<file path="config.mk">
export PLATFORM = sky130hd
export DESIGN_NAME = rc4_keystream_generator
export DESIGN_NICKNAME = d
export VERILOG_FILES = /design/src/sv/rc4kg_pkg.sv /design/src/sv/rc4kg_ram.sv /design/src/sv/rc4kg_ctrl.sv /design/src/sv/rc4kg_dp.sv /design/src/sv/rc4_keystream_generator.sv
export SDC_FILE = /design/constraint.sdc
export NUM_CORES = 2
export LEC_CHECK = 0
export BUFFER_PORTS_ARGS = -buffer_cell sky130_fd_sc_hd__clkbuf_2
export CAP_MARGIN = 20
export CELL_PAD_IN_SITES_DETAIL_PLACEMENT = 2
export CELL_PAD_IN_SITES_GLOBAL_PLACEMENT = 2
export CORE_ASPECT_RATIO = 0.6
export CORE_UTILIZATION = 41
export DETAILED_ROUTE_END_ITERATION = 8
export MAX_ROUTING_LAYER = met4
export PLACE_DENSITY = 0.81
export SLEW_MARGIN = 20
export SYNTH_ARGS = -nofsm -noshare
export SYNTH_HDL_FRONTEND = slang
export SYNTH_SLANG_ARGS = --single-unit
</file>
<file path="constraint.sdc">
create_clock -name clk -period 6.43 [get_ports clk]
set_clock_uncertainty 0.15 [all_clocks]
set_input_delay 0.3215 -clock clk [delete_from_list [all_inputs] [get_ports clk]]
set_output_delay 0.3215 -clock clk [all_outputs]
set_load 0.005 [all_outputs]
</file>
<file path="src/sv/rc4kg_pkg.sv">
// Shared types and constants of the RC4 keystream generator.
`default_nettype none

package rc4kg_pkg;

  localparam int PERM_DEPTH = 256;
  localparam int IDX_W      = 8;
  localparam int CNT_W      = 30;
  localparam int KIND_W     = 2;
  localparam int BCNT_W     = 4;

  localparam logic [KIND_W-1:0] KIND_RESTART  = 2'd0;
  localparam logic [KIND_W-1:0] KIND_KEY_STEP = 2'd1;
  localparam logic [KIND_W-1:0] KIND_GENERATE = 2'd2;

  typedef enum logic [3:0] {
    ST_SWEEP,
    ST_IDLE,
    ST_KS_J,
    ST_KS_WP,
    ST_KS_WJ,
    ST_G_J,
    ST_G_WI,
    ST_G_WJ,
    ST_G_RK,
    ST_G_OUT
  } state_t;

  typedef enum logic [3:0] {
    OP_NONE,
    OP_CLEAR,
    OP_SWEEP,
    OP_KEY_LOAD,
    OP_KEY_J,
    OP_KEY_WP,
    OP_KEY_WJ,
    OP_GEN_LOAD,
    OP_GEN_J,
    OP_GEN_WI,
    OP_GEN_WJ,
    OP_GEN_RK,
    OP_GEN_OUT
  } op_t;

  typedef struct packed {
    op_t  op;
    logic last;
  } cmd_t;

  typedef struct packed {
    logic sweep_last;
  } status_t;

endpackage

`default_nettype wire

</file>
<file path="src/sv/rc4kg_ram.sv">
// Generic single-write, single-read RAM with a registered read port.
`default_nettype none

module rc4kg_ram #(
  parameter int WIDTH = 8,
  parameter int DEPTH = 256
) (
  input  wire logic                     clk,
  input  wire logic                     we,
  input  wire logic [$clog2(DEPTH)-1:0] wr_addr,
  input  wire logic [WIDTH-1:0]         wr_data,
  input  wire logic [$clog2(DEPTH)-1:0] rd_addr,
  output logic      [WIDTH-1:0]         rd_data
);

  logic [WIDTH-1:0] mem [DEPTH];

  always_ff @(posedge clk) begin
    if (we) begin
      mem[wr_addr] <= wr_data;
    end
    rd_data <= mem[rd_addr];
  end

endmodule

`default_nettype wire

</file>
<file path="src/sv/rc4kg_ctrl.sv">
// Controller state machine that sequences restart, key steps and generate runs.
`default_nettype none

module rc4kg_ctrl #(
  parameter int MAX_RUN = 8,
  parameter int RUN_W   = $clog2(MAX_RUN + 1)
) (
  input  wire logic                          clk,
  input  wire logic                          rst_n,
  input  wire logic                          start,
  input  wire logic [rc4kg_pkg::KIND_W-1:0]  in_kind,
  input  wire logic [rc4kg_pkg::BCNT_W-1:0]  in_byte_count,
  input  wire rc4kg_pkg::status_t            status,
  output logic                               busy,
  output rc4kg_pkg::cmd_t                    cmd,
  output logic      [RUN_W-1:0]              run_len
);

  localparam int CMP_W = (RUN_W > rc4kg_pkg::BCNT_W) ? RUN_W : rc4kg_pkg::BCNT_W;
  localparam logic [CMP_W-1:0] MAX_CMP = CMP_W'(MAX_RUN);

  rc4kg_pkg::state_t state_r, state_nxt;
  logic [RUN_W-1:0]  rem_r, rem_nxt;
  logic [CMP_W-1:0]  cnt_ext;

  assign cnt_ext = CMP_W'(in_byte_count);
  assign run_len = (cnt_ext > MAX_CMP) ? RUN_W'(MAX_RUN) : RUN_W'(in_byte_count);
  assign busy    = (state_r != rc4kg_pkg::ST_IDLE);

  always_ff @(posedge clk) begin
    if (!rst_n) begin
      state_r <= rc4kg_pkg::ST_SWEEP;
      rem_r   <= '0;
    end else begin
      state_r <= state_nxt;
      rem_r   <= rem_nxt;
    end
  end

  always_comb begin
    state_nxt = state_r;
    rem_nxt   = rem_r;
    cmd.op    = rc4kg_pkg::OP_NONE;
    cmd.last  = 1'b0;
    unique case (state_r)
      rc4kg_pkg::ST_SWEEP: begin
        cmd.op = rc4kg_pkg::OP_SWEEP;
        if (status.sweep_last) begin
          state_nxt = rc4kg_pkg::ST_IDLE;
        end
      end
      rc4kg_pkg::ST_IDLE: begin
        if (start) begin
          unique case (in_kind)
            rc4kg_pkg::KIND_RESTART: begin
              cmd.op    = rc4kg_pkg::OP_CLEAR;
              state_nxt = rc4kg_pkg::ST_SWEEP;
            end
            rc4kg_pkg::KIND_KEY_STEP: begin
              cmd.op    = rc4kg_pkg::OP_KEY_LOAD;
              state_nxt = rc4kg_pkg::ST_KS_J;
            end
            rc4kg_pkg::KIND_GENERATE: begin
              if (in_byte_count != '0) begin
                cmd.op    = rc4kg_pkg::OP_GEN_LOAD;
                rem_nxt   = run_len;
                state_nxt = rc4kg_pkg::ST_G_J;
              end
            end
            default: begin
              state_nxt = rc4kg_pkg::ST_IDLE;
            end
          endcase
        end
      end
      rc4kg_pkg::ST_KS_J: begin
        cmd.op    = rc4kg_pkg::OP_KEY_J;
        state_nxt = rc4kg_pkg::ST_KS_WP;
      end
      rc4kg_pkg::ST_KS_WP: begin
        cmd.op    = rc4kg_pkg::OP_KEY_WP;
        state_nxt = rc4kg_pkg::ST_KS_WJ;
      end
      rc4kg_pkg::ST_KS_WJ: begin
        cmd.op    = rc4kg_pkg::OP_KEY_WJ;
        state_nxt = rc4kg_pkg::ST_IDLE;
      end
      rc4kg_pkg::ST_G_J: begin
        cmd.op    = rc4kg_pkg::OP_GEN_J;
        state_nxt = rc4kg_pkg::ST_G_WI;
      end
      rc4kg_pkg::ST_G_WI: begin
        cmd.op    = rc4kg_pkg::OP_GEN_WI;
        state_nxt = rc4kg_pkg::ST_G_WJ;
      end
      rc4kg_pkg::ST_G_WJ: begin
        cmd.op    = rc4kg_pkg::OP_GEN_WJ;
        state_nxt = rc4kg_pkg::ST_G_RK;
      end
      rc4kg_pkg::ST_G_RK: begin
        cmd.op    = rc4kg_pkg::OP_GEN_RK;
        state_nxt = rc4kg_pkg::ST_G_OUT;
      end
      rc4kg_pkg::ST_G_OUT: begin
        cmd.op   = rc4kg_pkg::OP_GEN_OUT;
        cmd.last = (rem_r == RUN_W'(1));
        rem_nxt  = rem_r - RUN_W'(1);
        if (cmd.last) begin
          state_nxt = rc4kg_pkg::ST_IDLE;
        end else begin
          state_nxt = rc4kg_pkg::ST_G_J;
        end
      end
      default: begin
        state_nxt = rc4kg_pkg::ST_IDLE;
      end
    endcase
  end

endmodule

`default_nettype wire

</file>
<file path="src/sv/rc4kg_dp.sv">
// Datapath with the permutation memory, indices, byte counter and result registers.
`default_nettype none

module rc4kg_dp #(
  parameter int RUN_W = 4
) (
  input  wire logic                         clk,
  input  wire logic                         rst_n,
  input  wire rc4kg_pkg::cmd_t              cmd,
  input  wire logic [RUN_W-1:0]             run_len,
  input  wire logic [rc4kg_pkg::IDX_W-1:0]  in_key_byte,
  output rc4kg_pkg::status_t                status,
  output logic                              out_valid,
  output logic      [rc4kg_pkg::IDX_W-1:0]  out_random_byte,
  output logic                              out_last,
  output logic                              out_need_rekey
);

  localparam int IW = rc4kg_pkg::IDX_W;
  localparam int CW = rc4kg_pkg::CNT_W;

  logic [IW-1:0] i_r, i_nxt;
  logic [IW-1:0] j_r, j_nxt;
  logic [IW-1:0] kp_r, kp_nxt;
  logic [IW-1:0] sw_r, sw_nxt;
  logic [CW-1:0] pc_r, pc_nxt;
  logic [IW-1:0] kb_r, kb_nxt;
  logic [IW-1:0] t_r, t_nxt;
  logic [IW-1:0] u_r, u_nxt;
  logic          rekey_r, rekey_nxt;
  logic          ov_r, ov_nxt;
  logic [IW-1:0] ob_r, ob_nxt;
  logic          ol_r, ol_nxt;

  logic          we;
  logic [IW-1:0] wr_addr;
  logic [IW-1:0] wr_data;
  logic [IW-1:0] rd_addr;
  logic [IW-1:0] rd_data;

  rc4kg_ram #(
    .WIDTH (IW),
    .DEPTH (rc4kg_pkg::PERM_DEPTH)
  ) u_perm (
    .clk     (clk),
    .we      (we),
    .wr_addr (wr_addr),
    .wr_data (wr_data),
    .rd_addr (rd_addr),
    .rd_data (rd_data)
  );

  assign status.sweep_last = (sw_r == {IW{1'b1}});

  always_ff @(posedge clk) begin
    if (!rst_n) begin
      i_r     <= '0;
      j_r     <= '0;
      kp_r    <= '0;
      sw_r    <= '0;
      pc_r    <= '0;
      ov_r    <= 1'b0;
    end else begin
      i_r     <= i_nxt;
      j_r     <= j_nxt;
      kp_r    <= kp_nxt;
      sw_r    <= sw_nxt;
      pc_r    <= pc_nxt;
      ov_r    <= ov_nxt;
    end
  end

  always_ff @(posedge clk) begin
    kb_r    <= kb_nxt;
    t_r     <= t_nxt;
    u_r     <= u_nxt;
    rekey_r <= rekey_nxt;
    ob_r    <= ob_nxt;
    ol_r    <= ol_nxt;
  end

  always_comb begin
    i_nxt     = i_r;
    j_nxt     = j_r;
    kp_nxt    = kp_r;
    sw_nxt    = sw_r;
    pc_nxt    = pc_r;
    kb_nxt    = kb_r;
    t_nxt     = t_r;
    u_nxt     = u_r;
    rekey_nxt = rekey_r;
    ov_nxt    = 1'b0;
    ob_nxt    = ob_r;
    ol_nxt    = ol_r;
    we        = 1'b0;
    wr_addr   = sw_r;
    wr_data   = sw_r;
    rd_addr   = i_r;
    unique case (cmd.op)
      rc4kg_pkg::OP_NONE: begin
        rd_addr = i_r;
      end
      rc4kg_pkg::OP_CLEAR: begin
        i_nxt  = '0;
        j_nxt  = '0;
        kp_nxt = '0;
        sw_nxt = '0;
      end
      rc4kg_pkg::OP_SWEEP: begin
        we     = 1'b1;
        sw_nxt = sw_r + IW'(1);
      end
      rc4kg_pkg::OP_KEY_LOAD: begin
        kb_nxt  = in_key_byte;
        rd_addr = kp_r;
      end
      rc4kg_pkg::OP_KEY_J: begin
        j_nxt   = j_r + rd_data + kb_r;
        t_nxt   = rd_data;
        rd_addr = j_nxt;
      end
      rc4kg_pkg::OP_KEY_WP: begin
        we      = 1'b1;
        wr_addr = kp_r;
        wr_data = rd_data;
      end
      rc4kg_pkg::OP_KEY_WJ: begin
        we      = 1'b1;
        wr_addr = j_r;
        wr_data = t_r;
        kp_nxt  = kp_r + IW'(1);
        if (kp_r == {IW{1'b1}}) begin
          j_nxt = '0;
        end
      end
      rc4kg_pkg::OP_GEN_LOAD: begin
        rekey_nxt = (pc_r == '0);
        pc_nxt    = pc_r + CW'(run_len);
        i_nxt     = i_r + IW'(1);
        rd_addr   = i_nxt;
      end
      rc4kg_pkg::OP_GEN_J: begin
        t_nxt   = rd_data;
        j_nxt   = j_r + rd_data;
        rd_addr = j_nxt;
      end
      rc4kg_pkg::OP_GEN_WI: begin
        we      = 1'b1;
        wr_addr = i_r;
        wr_data = rd_data;
        u_nxt   = rd_data;
      end
      rc4kg_pkg::OP_GEN_WJ: begin
        we      = 1'b1;
        wr_addr = j_r;
        wr_data = t_r;
      end
      rc4kg_pkg::OP_GEN_RK: begin
        rd_addr = t_r + u_r;
      end
      rc4kg_pkg::OP_GEN_OUT: begin
        ov_nxt = 1'b1;
        ob_nxt = rd_data;
        ol_nxt = cmd.last;
        if (!cmd.last) begin
          i_nxt   = i_r + IW'(1);
          rd_addr = i_nxt;
        end
      end
      default: begin
        rd_addr = i_r;
      end
    endcase
  end

  assign out_valid       = ov_r;
  assign out_random_byte = ob_r;
  assign out_last        = ol_r;
  assign out_need_rekey  = rekey_r;

endmodule

`default_nettype wire

</file>
<file path="src/sv/rc4_keystream_generator.sv">
// Top level of the RC4 keystream generator: controller plus datapath.
//
//   channel | ports                                       | handshake
//   --------+---------------------------------------------+----------------------------
//   input   | in_kind, in_key_byte, in_byte_count         | accepted when start && !busy
//   result  | out_random_byte, out_last, out_need_rekey   | out_valid strobe, one cycle
//
// A key-byte item steps through ST_KS_J, ST_KS_WP and ST_KS_WJ, and a generate item of n
// bytes through ST_G_J, ST_G_WI, ST_G_WJ, ST_G_RK and ST_G_OUT for each byte, as set by
// the dependent reads and swap writes on the permutation memory. Restart and reset each
// load the identity into all 256 memory entries, one entry per cycle, with busy high.
// Each result appears on the output ports in the cycle after it is read from memory.
// The receiver cannot stall, so results are never held back.
`default_nettype none

module rc4_keystream_generator #(
  parameter int MAX_RUN = 8
) (
  input  wire logic       clk,
  input  wire logic       rst_n,
  input  wire logic       start,
  output logic            busy,
  input  wire logic [1:0] in_kind,
  input  wire logic [7:0] in_key_byte,
  input  wire logic [3:0] in_byte_count,
  output logic            out_valid,
  output logic      [7:0] out_random_byte,
  output logic            out_last,
  output logic            out_need_rekey
);

  localparam int RUN_W = $clog2(MAX_RUN + 1);

  rc4kg_pkg::cmd_t    cmd;
  rc4kg_pkg::status_t status;
  logic [RUN_W-1:0]   run_len;

  rc4kg_ctrl #(
    .MAX_RUN (MAX_RUN),
    .RUN_W   (RUN_W)
  ) u_ctrl (
    .clk           (clk),
    .rst_n         (rst_n),
    .start         (start),
    .in_kind       (in_kind),
    .in_byte_count (in_byte_count),
    .status        (status),
    .busy          (busy),
    .cmd           (cmd),
    .run_len       (run_len)
  );

  rc4kg_dp #(
    .RUN_W (RUN_W)
  ) u_dp (
    .clk             (clk),
    .rst_n           (rst_n),
    .cmd             (cmd),
    .run_len         (run_len),
    .in_key_byte     (in_key_byte),
    .status          (status),
    .out_valid       (out_valid),
    .out_random_byte (out_random_byte),
    .out_last        (out_last),
    .out_need_rekey  (out_need_rekey)
  );

endmodule

`default_nettype wire
</file>
# --- Yosys cells after proc, flatten, opt, wreduce, memory -nomap -nowiden ---
# Memories as Yosys holds them, arrays and structs flattened. A register that Yosys moved wholly into a read port is not among the register bits.
# Cells that the tools add are included.
word_totals:
  register_bits: 105
  mem_bits_rw: 2048
  input_bits: 17
  out_inout_bits: 12
  wordCells: 102
  memories: 1
op_classes:
  n_addsub: 8
  order_cmp: 1
  eq_ne: 33
  n_mux: 29
  reduce_logical: 16
memory_table:
  columns: ["name", "depth", "width", "rd", "rd_ports_with_merged_regs", "write_ports", "line_no", "text"]
  rows:
  - ["u_dp.u_perm.mem", 256, 8, 1, 1, 1, "rc4kg_ram.sv:16", "logic [WIDTH-1:0] mem [DEPTH];"]
ops:
  columns: ["cell", "count"]
  rows:
  - ["$pmux 8 s2", 3]
  - ["$pmux 8 s3", 2]
  - ["$pmux 8 s6", 1]
  - ["$pmux 4 s10", 1]
  - ["$pmux 4 s9", 1]
  - ["$eq 4x3->1 const B", 8]
  - ["$mux 4", 8]
  - ["$pmux 8 s4", 1]
  - ["$add 30x4->30", 1]
  - ["$logic_not 30->1", 1]
  - ["$eq 4x4->1 const B", 7]
  - ["$add 8x1->8 const B", 3]
  - ["$add 8x8->8", 3]
  - ["$pmux 4 s3", 2]
  - ["$eq 4x2->1 const B", 4]
  - ["$eq 8x8->1 const B", 2]
  - ["$mux 8", 2]
  - ["$eq 4x1->1 const B", 3]
  - ["$pmux 4 s2", 1]
  - ["$reduce_bool 4->1", 2]
  - ["$mux 3", 2]
  - ["$ne 2x2->1 const B", 3]
  - ["$reduce_bool 2->1", 3]
  - ["$reduce_or 2->1", 3]
  - ["15 further kinds", 20]

# --- Longest topological paths before layout ---
logic_depth:
  depth_word: 10
  ltp_mapped: 21
  ltp_nobuf: 19

# --- Hierarchy ---
# Synthesis repeated with hierarchy kept, for this count alone.
unflattened:
  hier_cells: 4488
  area_unflattened_um2: 86061.3
modules_own_cells:
  columns: ["mod", "n_inst", "cells_each", "area_each_um2", "seq_area_each_um2"]
  rows:
  - ["rc4kg_ram", 1, 3733, 79556.3, 61659.1]
  - ["rc4kg_dp", 1, 658, 5800.6, 2282.2]
  - ["rc4kg_ctrl", 1, 97, 704.4, 160.2]

# --- Worst setup path after synthesis ---
# Ideal clock, no wire load.
synth_path:
  path_type: "register -> register"
  from: "register u_ctrl.state_r[3]"
  to: "memory u_dp.u_perm.mem[0][0], data pin"
  setup_ns: 0.820
  arrival_ns: 5.297
  required_ns: 5.460
  setup_slack_ns: 0.162
  path_stages_with_launch: 12
  path_buffers: 5
  period_less_slack_ns: 6.268
  path_cell_list: "dfxtp_1 -> buf_2 -> clkbuf_1 -> nand2b_1 -> clkbuf_1 -> o21ai_0 -> and3_1 -> clkbuf_1 -> nor2_1 -> clkbuf_1 -> nand2_1 -> nand2_1"
synth_via:
  elab_chain_len: 5
  elab_cells_between_ends: 18
  classes_between: "13 x eq/ne; 2 x mux; 3 x reduce/logical"
synth_rtl:
  columns: ["element", "line_no", "text"]
  rows:
  - ["start, declared", "rc4kg_ctrl.sv:22", "rc4kg_pkg::state_t state_r, state_nxt;"]
  - ["start signal, assigned", "rc4kg_ctrl.sv:32", "state_r <= rc4kg_pkg::ST_SWEEP;"]
  - ["start signal, assigned", "rc4kg_ctrl.sv:35", "state_r <= state_nxt;"]
  - ["$eq 4x4->1, or another cell as far along", "rc4kg_ctrl.sv:45", "unique case (state_r)"]
  - ["$pmux 4 s10 (*)", "rc4kg_ctrl.sv:45", null]
  - ["$eq 4x4->1 / $eq 4x3->1 (equally long branches)", "rc4kg_dp.sv:99", "unique case (cmd.op)"]
  - ["$reduce_or 2->1 (no source line)", null, null]
  - ["$pmux 8 s2 (*)", "rc4kg_dp.sv:99", null]
  - ["via u_dp.u_perm.wr_data[0]", "rc4kg_ram.sv:11", "input wire logic [WIDTH-1:0] wr_data,"]
  - ["end, declared", "rc4kg_ram.sv:16", null]
# Mark *: on every way through the listed nets, which the timed path passes. The rest lies on a longest branch.

# --- Worst setup path after layout ---
layout_path:
  from: "register u_dp.j_r[0]"
  to: "register u_dp.u_perm.rd_data[1], read port of u_dp.u_perm.mem"
layout_via:
  elab_chain_len: 3
layout_rtl:
  columns: ["element", "line_no", "text"]
  rows:
  - ["start, declared", "rc4kg_dp.sv:23", "logic [IW-1:0] j_r, j_nxt;"]
  - ["start signal, assigned", "rc4kg_dp.sv:65", "j_r <= j_nxt;"]
  - ["$add 8x8->8 (*)", "rc4kg_dp.sv:118, rc4kg_dp.sv:144", null]
  - ["$add 8x8->8", "rc4kg_dp.sv:118", "j_nxt = j_r + rd_data + kb_r;"]
  - ["$pmux 8 s6 (*)", "rc4kg_dp.sv:99", null]
  - ["end, declared", "rc4kg_ram.sv:13", "output logic [WIDTH-1:0] rd_data"]
# Mark *: on every way between the ends. The rest lies on a longest branch, timed or not.
# A chain may end at the register's enable or synchronous reset.

==> impl_results.md <==
- Outcome: finished, violations left
- Violated checks: capacitance limit, slew limit, setup timing
- GRT Total Usage: 37.4%
- Iter 0 DRT Violations: 10700
- Worst VDD drop: 239 uV
- Clock buffer depth: 4
- Hold Crit Start: in_key_byte[0]
- FF-to-FF setup slack: -0.26 ns
- Worst r2r dst: u_dp.u_perm.rd_data[1]
- Seq/Total Area, Yosys: 72.1%
- Post-Place Cell Area: 95400 um2
- Inst Count DP: 9733
- Clock-pin slew on the worst setup and hold paths: 0.08 ns
- Post-DP HPWL: 249000 um
- CP startpoint kind: register
- Register bit total from synthesis: 2161
- Post-route total power: 28.6 mW
- Arrival @ worst endpoint: 7.30 ns
- CP Capture Type: register
- DR pass1 iterations: 6
- Synthesis-to-layout area growth: 15.4%
- Worst Hold Path EP: u_dp.kb_r[0]
- Slew Limit Headroom: -2.45%
- Worst-path fanout max: 31
- Post-synth top area share: 70.4%
- Die height: 363 um
- Class of the worst hold path: in -> reg
- Placer Congestion: 0.959
- Mapped Avg Cell Area: 13.1 um2
- Syn nets: 6824
- Routed wl met2: 184000 um
- Antenna violations before repair: 34
- Synth async-reset ratio: 0%
- Row count: 131
- Starting Density: 41.5%
- Die W: 603 um
- Minimum clock period: 6.69 ns
- Die area: 219000 um2
- Final Max Slew Viols: 9
- Ys flop type: edfxtp_1
- Final Instance Area: 103000 um2
- Layout Nets: 7156
- Synth area leader: edfxtp_1
- MaxCap Viol Count: 1
- Number of global-route vias before repair: 70900
- Uppermost routed layer: met4
- IO buf count: 28
- Netlist cell types: 88
- WL final: 409000 um
- RSZ-0062 raised after global routing: true
- Reg2Reg Depth: 18
- Post-synth EDFFs: 2082
- Required @ worst endpoint: 7.04 ns
- Core Area: 214000 um2
- Fin cells: 10200
- LEAKAGE: 34.7 nW
- Max Freq: 149 MHz
- Synth warnings: 0
- Fin crit share: 104%
- Worst slew pin tran: 1.53 ns
- Wirelength per Cell: 40.3 um
- Mapped Area: 88900 um2
- Worst skew pair latency: 0.90 ns
- Clock buffer count from CTS: 203
- First-pass GRT wire length: 563000 um
- CTS tree: yes
- Antenna-violating nets left: 0
- H-tree levels: 4
- Final worst slack: -0.259 ns
- Clock root cell: clkbuf_16
- Vias: 68500
- IO Pins: 29
- Setup violators final: 20
- DRC errors left: 0
- Power density cells: 279 nW/um2
- Total grt overflow: 0
- Met3 routed WL: 51100 um
- Worst R2R Start: u_dp.j_r[0]
- Layout cells sized above 1: 12.8%
- Filler instances: 20300
- Pin count of the biggest net entering global routing: 96
- Hold Crit Depth: 2
- Vias per cell: 6.74
- Final hold vios: 0
- Clock sinks: 2161
- Post-Synthesis Cells: 6773
- CP Class: reg -> reg
- Post-Route M1 WL: 151000 um
- Top post-synthesis cells by area: edfxtp_1 (70%), nand2_1 (7.0%), nand3_1 (3.6%)
state kept, by name (all words and copies together), names as in the netlist:
register,cells
u_dp.u_perm.rd_data,8
u_dp.out_valid,1
u_dp.u_r,8
u_ctrl.state_r,4
u_dp.out_need_rekey,1
u_ctrl.rem_r,4
u_dp.sw_r,8
u_dp.i_r,8
u_dp.pc_r,30
u_dp.u_perm.mem,2048
u_dp.out_random_byte,8
u_dp.j_r,8
u_dp.out_last,1
u_dp.kp_r,8
u_dp.t_r,8
u_dp.kb_r,8
synth_stat cells, drive strengths merged (15+ instances only):
cell type,number
a221oi,41
nand3,635
a32oi,58
a21oi,87
o21ai,74
a21boi,15
nor2b,35
a311oi,69
a22oi,27
nand2,1665
o22ai,30
a31oi,122
ha,30
clkbuf,168
xnor2,30
edfxtp,2082
inv,22
a2111oi,19
nor3,32
buf,259
nor4,27
a211oi,31
a221o,19
and2,32
nor2,357
a32o,20
dfxtp,79
and3,152
mux2i,310
nand4,57
critical path, stage by stage (launching register included):
cell      delay, ns
dfxtp_1        0.44
ha_1           0.26
fa_1           0.54
inv_1          0.20
fa_1           0.47
or4b_1         0.51
a21oi_2        0.31
a221o_1        0.23
o31a_4         0.31
buf_12         0.17
buf_12         0.16
buf_12         0.21
buf_4          0.42
nand3_1        0.33
nand3_1        0.21
a21oi_1        0.17
o31ai_2        0.57
nand4b_1       0.49
o311a_4        0.33
layer usage:
metal | global-route usage, % | vias to the layer above
li1 | - | 26000
met1 | 46.1 | 35600
met2 | 56.5 | 5455
met3 | 11.4 | 1431
met4 | 17.2 | 0
met5 | - | -
cells by family (layout without fill, tap and decap cells):
kind of cell             count (synthesis)  in the layout  share of synthesized area (%)
other                                    0             44                              0
AO/OA/AOI/OAI                          725            725                           6.08
XOR/XNOR                                38             38                          0.375
buffers and inverters                  449            931                           2.35
flip-flops                            2161           2161                           72.1
AND/OR/NAND/NOR                       3055           3055                           15.0
adder cells (fa/ha/maj)                 34             34                          0.513
multiplexers                           311            311                           3.50
where the power goes:
group | internal [mW] | switching [mW]
combinational | 0.117 | 0.430
clock | 6.69 | 6.02
sequential | 15.3 | 0.0251
total | 22.1 | 6.48
area by class of cell:
type                            instances  area [um2]  area share [%]
Sequential cell                      2161       64100            62.5
Multi-Input combinational cell       4163       23200            22.6
Clock buffer                          262        5450            5.31
Timing Repair Buffer                  554        5120            4.99
Tap cell                             2859        3580            3.49
Clock inverter                         93         898           0.876
Antenna cell                           44         110           0.107
Inverter                               22        82.6          0.0805
repair_timing:
item,CTS,global route
hold buffers,18,0
resized for setup,18,51
hold endpoints to repair,35,0
pin swaps,1,7
setup buffers,1,3
endpoints found under the setup margin,8,114
cloned,0,3
how the worst max path moves through the flow:
stage,startpoint,to,slack (ns),cells after the start
finish,u_dp.j_r[0],u_dp.u_perm.rd_data[1],-0.26,18
global route,u_ctrl.state_r[0],u_dp.u_perm.mem[148][7],-0.13,15
CTS,u_dp.j_r[1],u_dp.u_perm.rd_data[6],0.003,18
detailed placement,u_dp.u_perm.rd_data[0],u_dp.u_perm.rd_data[6],-0.58,17
global placement,u_dp.u_perm.rd_data[0],u_dp.u_perm.rd_data[6],-0.48,17
floorplan,u_ctrl.state_r[3],u_dp.u_perm.mem[0][0],0.16,11
stage by stage:
stage                     setup TNS (ns)  util (%)  setup WS [ns]  hold WS, ns
after global placement             -1.03      44.6         -0.485        0.320
after floorplan                        0         -          0.162        0.270
after global routing               -1.42      47.9         -0.130       0.0362
final                              -1.22      47.9         -0.259       0.0226
after CTS                              0      47.7        0.00260       0.0193
after detailed placement           -1.65      44.6         -0.579        0.341
cell usage in the layout (no fill, tap or decap), drive strengths merged, types with 20 or more instances in the layout:
cell	n
edfxtp	2082
nand2	1665
nand3	635
buf	505
nor2	357
mux2i	310
clkbuf	293
and3	152
a31oi	122
a21oi	87
dfxtp	79
o21ai	74
a311oi	69
clkinv	68
a32oi	58
nand4	57
diode	44
a221oi	41
nor2b	35
and2	32
nor3	32
a211oi	31
xnor2	30
o22ai	30
ha	30
a22oi	27
nor4	27
inv	25
a32o	20
Power figures use the tool's default switching activity.
